==> config.mk <==
export PLATFORM = sky130hd
export DESIGN_NAME = fraction_arithmetic_unit
export DESIGN_NICKNAME = d
export VERILOG_FILES = /design/src/rtl/core/fau_pkg.sv /design/src/rtl/core/fau_datapath.sv /design/src/rtl/core/fau_ctrl.sv /design/src/rtl/core/fraction_arithmetic_unit.sv
export SDC_FILE = /design/constraint.sdc
export NUM_CORES = 2
export LEC_CHECK = 0
export ABC_AREA = 1
export BUFFER_PORTS_ARGS = -buffer_cell sky130_fd_sc_hd__buf_2
export CORE_MARGIN = 5
export CORE_UTILIZATION = 56
export DETAILED_ROUTE_END_ITERATION = 12
export PLACE_DENSITY = 0.72
export REMOVE_ABC_BUFFERS = 1
export SETUP_SLACK_MARGIN = 0.02
export SLEW_MARGIN = 30
export SYNTH_ARGS = -nofsm -noshare
export SYNTH_HDL_FRONTEND = slang
export SYNTH_SLANG_ARGS = --single-unit
export TNS_END_PERCENT = 10
==> constraint.sdc <==
create_clock -name clock -period 22.4 [get_ports clock]
set_clock_uncertainty 0.2 [all_clocks]
set_input_delay 1.12 -clock clock [delete_from_list [all_inputs] [get_ports clock]]
set_output_delay 1.12 -clock clock [all_outputs]
set_load 0.005 [all_outputs]
==> src/rtl/core/fau_pkg.sv <==
// fau_pkg: shared types and codes for the fraction arithmetic unit
// no dependencies
`timescale 1ns / 1ps

package fau_pkg;

   localparam int InWidth  = 16;
   localparam int NumWidth = 33;
   localparam int DenWidth = 32;

   // operation codes
   localparam logic [2:0] ACT_REDUCE = 3'd0;
   localparam logic [2:0] ACT_ADD    = 3'd1;
   localparam logic [2:0] ACT_SUB    = 3'd2;
   localparam logic [2:0] ACT_MUL    = 3'd3;
   localparam logic [2:0] ACT_DIV    = 3'd4;

   typedef struct packed {
      logic [2:0]                 action;
      logic signed [InWidth-1:0]  num_first;
      logic signed [InWidth-1:0]  den_first;
      logic signed [InWidth-1:0]  num_second;
      logic signed [InWidth-1:0]  den_second;
   } req_type;

   typedef struct packed {
      logic signed [NumWidth-1:0] res_num;
      logic [DenWidth-1:0]        res_den;
      logic                       err_flag;
   } rsp_type;

   // controller to datapath
   typedef struct packed {
      logic load;     // capture beat, form products
      logic mags;     // form magnitudes from products
      logic div_start;
      logic div_sel;  // 0: gcd step a%b, 1: final quotient
      logic gcd_step; // shift a<=b, b<=rem
      logic q_num;    // quotient into num
      logic q_den;    // quotient into den
      logic finish;   // build result
   } fau_cmd_type;

   // datapath to controller
   typedef struct packed {
      logic err;      // operation invalid
      logic zero;     // zero numerator
      logic b_zero;   // gcd finished
      logic div_busy;
   } fau_sts_type;

endpackage

==> src/rtl/core/fau_datapath.sv <==
// fau_datapath: products, magnitudes, shared restoring divider, result register
// depends on fau_pkg
`timescale 1ns / 1ps

module fau_datapath #(
   parameter int IN_WIDTH = 16
) (
   input  logic                      clock,
   input  logic                      reset,
   input  logic [2:0]                action,
   input  logic [4*IN_WIDTH-1:0]     operands,
   input  fau_pkg::fau_cmd_type      cmd,
   output fau_pkg::fau_sts_type      sts,
   output fau_pkg::rsp_type          result
);
   import fau_pkg::*;

   localparam int PW = 2 * IN_WIDTH + 1;   // signed product / sum width
   localparam int MW = 2 * IN_WIDTH + 1;   // magnitude width
   localparam int CW = $clog2(MW + 1);

   logic signed [IN_WIDTH-1:0] na, da, nb, db;
   logic signed [PW-1:0] pd_ff, pn_in, pd_in;
   logic signed [PW-1:0] t0_ff, t1_ff;
   logic [2:0]   act_ff;
   logic         err_ff, err_in, neg_ff;
   logic [MW-1:0] mn_ff, md_ff, ga_ff, gb_ff;
   // divider
   logic [MW-1:0] dq_ff, dr_ff, dd_ff;
   logic [CW-1:0] dcnt_ff;
   logic          dbusy_ff;
   logic [MW:0]   trial;
   logic [MW-1:0] rsh;
   rsp_type       res_ff;

   assign {na, da, nb, db} = operands;

   function automatic logic [MW-1:0] mag(input logic signed [PW-1:0] v);
      logic signed [PW-1:0] t;
      t = v[PW-1] ? -v : v;
      return MW'(t);
   endfunction

   // products are registered before combining
   always_ff @(posedge clock) begin
      if (cmd.load) begin
         act_ff <= action;
         unique case (action)
            ACT_ADD, ACT_SUB: begin
               t0_ff <= PW'(na * db);
               t1_ff <= PW'(nb * da);
               pd_ff <= PW'(da * db);
            end
            ACT_MUL: begin
               t0_ff <= PW'(na * nb);
               t1_ff <= '0;
               pd_ff <= PW'(da * db);
            end
            ACT_DIV: begin
               t0_ff <= PW'(na * db);
               t1_ff <= '0;
               pd_ff <= PW'(da * nb);
            end
            default: begin
               t0_ff <= PW'(na);
               t1_ff <= '0;
               pd_ff <= PW'(da);
            end
         endcase
         err_ff <= err_in;
      end
   end

   always_comb begin
      err_in = 1'b0;
      if (action == ACT_REDUCE) err_in = (da == '0);
      else if (action > ACT_DIV || da == '0 || db == '0) err_in = 1'b1;
      else if (action == ACT_DIV && nb == '0) err_in = 1'b1;
   end

   always_comb begin
      pn_in = (act_ff == ACT_SUB) ? t0_ff - t1_ff : t0_ff + t1_ff;
      pd_in = pd_ff;
   end

   // magnitudes and sign
   always_ff @(posedge clock) begin
      if (cmd.mags) begin
         mn_ff  <= mag(pn_in);
         md_ff  <= mag(pd_in);
         ga_ff  <= mag(pn_in);
         gb_ff  <= mag(pd_in);
         neg_ff <= pn_in[PW-1] ^ pd_in[PW-1];
      end else if (cmd.gcd_step) begin
         ga_ff <= gb_ff;
         gb_ff <= dr_ff;
      end else if (!cmd.div_start) begin
         if (cmd.q_num) mn_ff <= dq_ff;
         if (cmd.q_den) md_ff <= dq_ff;
      end
   end

   // restoring divider, one quotient bit per cycle
   assign rsh   = {dr_ff[MW-2:0], dq_ff[MW-1]};
   assign trial = {1'b0, rsh} - {1'b0, dd_ff};

   always_ff @(posedge clock) begin
      if (reset) begin
         dbusy_ff <= 1'b0;
         dcnt_ff  <= '0;
      end else if (cmd.div_start) begin
         dbusy_ff <= 1'b1;
         dcnt_ff  <= CW'(MW);
         dr_ff    <= '0;
         if (cmd.div_sel) begin
            dq_ff <= cmd.q_num ? mn_ff : md_ff;
            dd_ff <= ga_ff;
         end else begin
            dq_ff <= ga_ff;
            dd_ff <= gb_ff;
         end
      end else if (dbusy_ff) begin
         if (trial[MW]) begin
            dr_ff <= rsh;
            dq_ff <= {dq_ff[MW-2:0], 1'b0};
         end else begin
            dr_ff <= trial[MW-1:0];
            dq_ff <= {dq_ff[MW-2:0], 1'b1};
         end
         dcnt_ff <= dcnt_ff - CW'(1);
         if (dcnt_ff == CW'(1)) dbusy_ff <= 1'b0;
      end
   end

   // result register
   always_ff @(posedge clock) begin
      if (cmd.finish) begin
         if (err_ff) begin
            res_ff <= '{res_num: '0, res_den: DenWidth'(1), err_flag: 1'b1};
         end else if (mn_ff == '0) begin
            res_ff <= '{res_num: '0, res_den: DenWidth'(1), err_flag: 1'b0};
         end else begin
            res_ff.res_num  <= neg_ff ? -NumWidth'(mn_ff) : NumWidth'(mn_ff);
            res_ff.res_den  <= DenWidth'(md_ff);
            res_ff.err_flag <= 1'b0;
         end
      end
   end

   assign sts.err      = err_ff;
   assign sts.zero     = (mn_ff == '0);
   assign sts.b_zero   = (gb_ff == '0);
   assign sts.div_busy = dbusy_ff;
   assign result       = res_ff;

   // divider never restarts while running
   a_no_restart: assert property (@(posedge clock) disable iff (reset)
      dbusy_ff |-> !cmd.div_start) else $error("divider restarted");
   a_cnt_busy: assert property (@(posedge clock) disable iff (reset)
      !dbusy_ff |-> dcnt_ff == '0) else $error("divider count stale");
   a_ok_den: assert property (@(posedge clock) disable iff (reset)
      $past(cmd.finish) && !res_ff.err_flag |-> res_ff.res_den != '0)
      else $error("zero denominator");

endmodule

==> src/rtl/core/fau_ctrl.sv <==
// fau_ctrl: sequencer for the gcd loop and the two final divisions
// depends on fau_pkg
`timescale 1ns / 1ps

module fau_ctrl (
   input  logic                 clock,
   input  logic                 reset,
   input  logic                 req_valid,
   output logic                 req_ready,
   output logic                 rsp_valid,
   input  logic                 rsp_ready,
   input  fau_pkg::fau_sts_type sts,
   output fau_pkg::fau_cmd_type cmd
);
   import fau_pkg::*;

   localparam logic [3:0] S_IDLE  = 4'd0;
   localparam logic [3:0] S_COMB  = 4'd1;
   localparam logic [3:0] S_CHECK = 4'd2;
   localparam logic [3:0] S_GWAIT = 4'd3;
   localparam logic [3:0] S_NDIV  = 4'd4;
   localparam logic [3:0] S_NWAIT = 4'd5;
   localparam logic [3:0] S_DDIV  = 4'd6;
   localparam logic [3:0] S_DWAIT = 4'd7;
   localparam logic [3:0] S_FIN   = 4'd8;
   localparam logic [3:0] S_GSTEP = 4'd9;

   logic [3:0] state_ff, state_in;
   logic       out_ff, out_in;
   logic       accept;

   // one item in flight; the result register frees once its beat is taken
   assign req_ready = (state_ff == S_IDLE) && !out_ff;
   assign accept    = req_valid && req_ready;
   assign rsp_valid = out_ff;

   always_comb begin
      state_in = state_ff;
      out_in   = out_ff && !rsp_ready;
      cmd      = '0;
      unique case (state_ff)
         S_IDLE: if (accept) begin
            cmd.load = 1'b1;
            state_in = S_COMB;
         end
         S_COMB: begin
            cmd.mags = 1'b1;
            state_in = S_CHECK;
         end
         S_CHECK: begin
            if (sts.err || sts.zero) state_in = S_FIN;
            else if (sts.b_zero) state_in = S_NDIV;
            else begin
               cmd.div_start = 1'b1;
               state_in = S_GWAIT;
            end
         end
         S_GWAIT: if (!sts.div_busy) state_in = S_GSTEP;
         S_GSTEP: begin
            cmd.gcd_step = 1'b1;
            state_in = S_CHECK;
         end
         S_NDIV: begin
            cmd.div_start = 1'b1;
            cmd.div_sel   = 1'b1;
            cmd.q_num     = 1'b1;
            state_in = S_NWAIT;
         end
         S_NWAIT: if (!sts.div_busy) begin
            cmd.q_num = 1'b1;
            state_in = S_DDIV;
         end
         S_DDIV: begin
            cmd.div_start = 1'b1;
            cmd.div_sel   = 1'b1;
            state_in = S_DWAIT;
         end
         S_DWAIT: if (!sts.div_busy) begin
            cmd.q_den = 1'b1;
            state_in = S_FIN;
         end
         S_FIN: begin
            cmd.finish = 1'b1;
            out_in   = 1'b1;
            state_in = S_IDLE;
         end
         default: state_in = S_IDLE;
      endcase
   end

   always_ff @(posedge clock) begin
      if (reset) begin
         state_ff <= S_IDLE;
         out_ff   <= 1'b0;
      end else begin
         state_ff <= state_in;
         out_ff   <= out_in;
      end
   end

   a_no_accept_busy: assert property (@(posedge clock) disable iff (reset)
      state_ff != S_IDLE |-> !req_ready) else $error("accept while busy");
   a_fin_out: assert property (@(posedge clock) disable iff (reset)
      state_ff == S_FIN |=> rsp_valid) else $error("result not shown");
   a_fin_free: assert property (@(posedge clock) disable iff (reset)
      state_ff == S_FIN |-> !out_ff) else $error("result overwritten");

endmodule

==> src/rtl/core/fraction_arithmetic_unit.sv <==
// fraction_arithmetic_unit: top level, joins controller and datapath
// depends on fau_pkg, fau_ctrl, fau_datapath
`timescale 1ns / 1ps
//
// usage
// - req channel: one beat carries an action code and two signed fractions
// - rsp channel: one beat per request with the reduced numerator, the
//   positive denominator and an error flag (error results read 0/1)
// - one request in work at a time; ready is low from accept until the
//   result beat has been taken, and rises again the cycle after that
// - each modulo of the euclid loop and each final quotient runs on one
//   shared restoring divider giving one bit per cycle
// - reset clears the sequencer and drops any pending result
// - a stalled rsp beat holds its payload; no new request is taken until it
//   leaves
//
module fraction_arithmetic_unit (
   input  logic              clock,
   input  logic              reset,
   input  logic              req_valid,
   output logic              req_ready,
   input  fau_pkg::req_type  req_data,
   output logic              rsp_valid,
   input  logic              rsp_ready,
   output fau_pkg::rsp_type  rsp_data
);
   import fau_pkg::*;

   fau_cmd_type cmd;
   fau_sts_type sts;

   fau_ctrl u_ctrl (
      .clock, .reset, .req_valid, .req_ready, .rsp_valid, .rsp_ready,
      .sts, .cmd
   );

   fau_datapath #(.IN_WIDTH(InWidth)) u_dp (
      .clock, .reset,
      .action   (req_data.action),
      .operands ({req_data.num_first, req_data.den_first,
                  req_data.num_second, req_data.den_second}),
      .cmd, .sts,
      .result   (rsp_data)
   );

endmodule

==> flow_metrics.env <==
export IMPL_status="completed"
export IMPL_yosysWarnings=0
export IMPL_synth_cells=8253
export IMPL_met2_usage=0.489
export IMPL_clockRootBuffer="clkbuf_16"
export IMPL_worst_setup_path_end_kind="flop"
export IMPL_routed_via_density=5.49
export IMPL_cts_tree="yes"
export IMPL_grt_pass1_wl_um=305000
export IMPL_r2r_end="u_dp.ga_ff[14]"
export IMPL_use_met3=0.0651
export IMPL_yosys_area_top_type="fa_1"
export IMPL_drt_wl_total_um=191000
export IMPL_cap_violations=0
export IMPL_dr_first_iter_drc_count=4970
export IMPL_r2r_start="u_dp.t1_ff[1]"
export IMPL_finalCriticalPeriod_ns=7.63
export IMPL_grt_max_degree=76
export IMPL_cts_resized=0
export IMPL_htree_levels=2
export IMPL_async_flop_share=0
export IMPL_ys_ff_latch=410
export IMPL_antenna_found_initial=3
export IMPL_ys_flop_type="edfxtp_1"
export IMPL_reg2reg_depth=26
export IMPL_clk_latency_ns=0.60
export IMPL_place_area_um2=67300
export IMPL_drive_gt1_frac=0.0429
export IMPL_cpMaxStageDelayCell="fa_1"
export IMPL_fin_crit_sh=0.341
export IMPL_area_growth_pct=4.80
export IMPL_cp_required_ns=22.46
export IMPL_cts_made_buffers=43
export IMPL_slew_violations=0
export IMPL_path_max_fanout=33
export IMPL_ctsHoldBuffers=0
export IMPL_core_area_um2=116000
export IMPL_hp_start="u_dp.dcnt_ff[3]"
export IMPL_ys_types=56
export IMPL_route_detailed_drc=0
export IMPL_tns_ns=0
export IMPL_startpoint="req_data[17]"
export IMPL_grt_ovfl_total=0
export IMPL_portBuffers=138
export IMPL_startpoint_type="input pin"
export IMPL_synth_top_cell_area_share=0.321
export IMPL_synth_area_um2=65600
export IMPL_post_drt_wl_per_cell_um=19.7
export IMPL_tightest_slew_ns=1.10
export IMPL_rsz0062_at_grt="no"
export IMPL_initial_utilization=0.564
export IMPL_crit_top_cell="fa_1"
export IMPL_max_stage_delay_ns=0.91
export IMPL_cp_endpoint="u_dp.t0_ff[29]"
export IMPL_slew_headroom=0.263
export IMPL_post_synth_top_count_cell="inv_1"
export IMPL_first_pass_iters=8
export IMPL_design_die_area_um2=124000
export IMPL_synthTopCellsByCount="2231 x inv_1, 1850 x nand2_1, 1050 x fa_1, 429 x nor2_1, 400 x ha_1"
export IMPL_crit_arrival_ns=7.69
export IMPL_ys_seq_area_frac=0.186
export IMPL_drtAntennaViolNets=0
export IMPL_yosys_top_cells_area="fa_1 32%, edfxtp_1 18%, inv_1 13%, nand2_1 11%, ha_1 7.6%"
export IMPL_n_fill_cell=10500
export IMPL_die_y_um=352
export IMPL_nNetsFinal=9668
export IMPL_clk_pin_slew_ns=0.06
export IMPL_hold_violations=0
export IMPL_track_usage=0.310
export IMPL_path_cells="buf_2 > nand2_1 > inv_1 > fa_1 > fa_1 > fa_1 > fa_1 > fa_1 > inv_1 > fa_1 > inv_1 > ha_1 > nand2_1 > nor4_1 > nand4_1 > nand3_1 > nand3_1 > nand2_1 > a21oi_1 > o21ai_0 > o211ai_1"
export IMPL_grt_util_met1=0.423
export IMPL_synth_edff_count=398
export IMPL_synth_avg_cell_area_um2=7.95
export IMPL_grt_pass1_vias=54900
export IMPL_core_rowCount=125
export IMPL_gp_congestion=0.963
export IMPL_hold_class="flop to flop"
export IMPL_postLayoutCoreUtil=0.591
export IMPL_design_area_um2=68700
export IMPL_r2r_slack_ns=16.90
export IMPL_hpwl_um=149000
export IMPL_fmax_ghz=0.131
export IMPL_globalRoute_busiestLayer="met2"
export IMPL_hold_slack_ns=0.317
export IMPL_cts_max_path_buffers=3
export IMPL_cts_setup_buffers=0
export IMPL_setup_violations=0
export IMPL_critPathKind="input pin to flop"
export IMPL_die_w_um=352
export IMPL_num_vias=53300
export IMPL_cts_sinks=410
export IMPL_ioPinCount=139
## worst min-delay path by stage
| stage | to | slack [ns] | cells past startpoint |
|---|---|---|---|
| after floorplan | u_dp.result[0] | 0.23 | 0 |
| after global placement | u_dp.dcnt_ff[1] | 0.29 | 2 |
| after detailed placement | u_dp.result[1] | 0.31 | 2 |
| after CTS | u_dp.result[1] | 0.32 | 2 |
| after global routing | u_dp.dcnt_ff[2] | 0.36 | 2 |
| final | u_dp.dcnt_ff[3] | 0.32 | 2 |
## area by class of cell
class / instances / area (um^2) / share of cell area
tap: 1524 / 1910 / 0.0277
clock inverter: 26 / 270 / 0.00393
antenna: 3 / 7.51 / 0.000109
sequential: 410 / 12200 / 0.177
timing repair buffer: 188 / 1080 / 0.0157
multi-input combinational: 5264 / 43800 / 0.637
clock buffer: 51 / 1110 / 0.0161
inverter: 2240 / 8410 / 0.122
## worst max-delay path, delay by kind of cell
kind,cells,cell delay (ns)
buffers and inverters,4,1.03
AO/OA/AOI/OAI,3,0.33
AND/OR/NAND/NOR,7,1.34
adder cells (fa/ha/maj),7,3.82
## metrics by stage
stage | cells | worst slack, ns
finish | 9706 | 14.77
global route | 9703 | 14.45
CTS | 9703 | 14.89
detailed placement | 9626 | 14.23
global placement | 9626 | 14.35
floorplan | 7914 | 8.59
## per-layer routing
metal	wire length (um)	share of wire	vias up
met1	77400	0.41	25700
met5	0	0	-
met3	19500	0.10	392
li1	-	-	24500
met4	9150	0.048	0
met2	84700	0.44	2612
## flip-flops by register name, summed over array words and instances, names as in the netlist, 4 cells and up
| signal | count |
|---|---|
| u_dp.t1_ff | 32 |
| u_dp.dq_ff | 33 |
| u_dp.mn_ff | 33 |
| u_dp.dr_ff | 33 |
| u_dp.dcnt_ff | 6 |
| u_dp.ga_ff | 33 |
| u_dp.t0_ff | 32 |
| u_dp.gb_ff | 33 |
| u_dp.pd_ff | 32 |
| u_dp.md_ff | 33 |
| u_ctrl.state_ff | 4 |
| u_dp.dd_ff | 33 |
| u_dp.result | 66 |
## layout by cell type, fill, tap and decap left out, drive strengths merged, types with 8 or more instances in the layout
cell type | netlist | final
or2 | 26 | 26
o21ai | 387 | 387
dfxtp | 12 | 12
clkbuf | 315 | 51
a31oi | 51 | 51
xnor2 | 66 | 66
o21a | 8 | 8
a21o | 25 | 25
edfxtp | 398 | 398
nand2 | 1861 | 1861
o211ai | 35 | 35
o221ai | 18 | 18
fa | 1050 | 1050
o22ai | 29 | 29
a21oi | 339 | 339
nor3 | 89 | 89
clkinv | 3 | 19
buf | 24 | 188
nor2 | 443 | 443
nand3b | 9 | 9
nand4 | 51 | 51
nand3 | 193 | 193
inv | 2237 | 2242
ha | 400 | 400
xor2 | 87 | 87
o21bai | 18 | 18
a211oi | 12 | 12
nor4 | 30 | 30
## cell families (layout without fill, tap and decap cells)
| logic type | count (synthesis) | count (layout) | synth area share |
|---|---|---|---|
| xor gates and xnor gates | 153 | 153 | 0.0204 |
| DFF | 410 | 410 | 0.186 |
| other | 0 | 3 | 0 |
| and+or+nand+nor | 2714 | 2714 | 0.169 |
| adders and majority gates | 1450 | 1450 | 0.397 |
| AOI/OAI and AO/OA | 947 | 947 | 0.0798 |
| buffers and inverters | 2579 | 2505 | 0.148 |
Power is not shown: default switching activity piles up to over one toggle a cycle in this logic, so the estimate is an artifact.
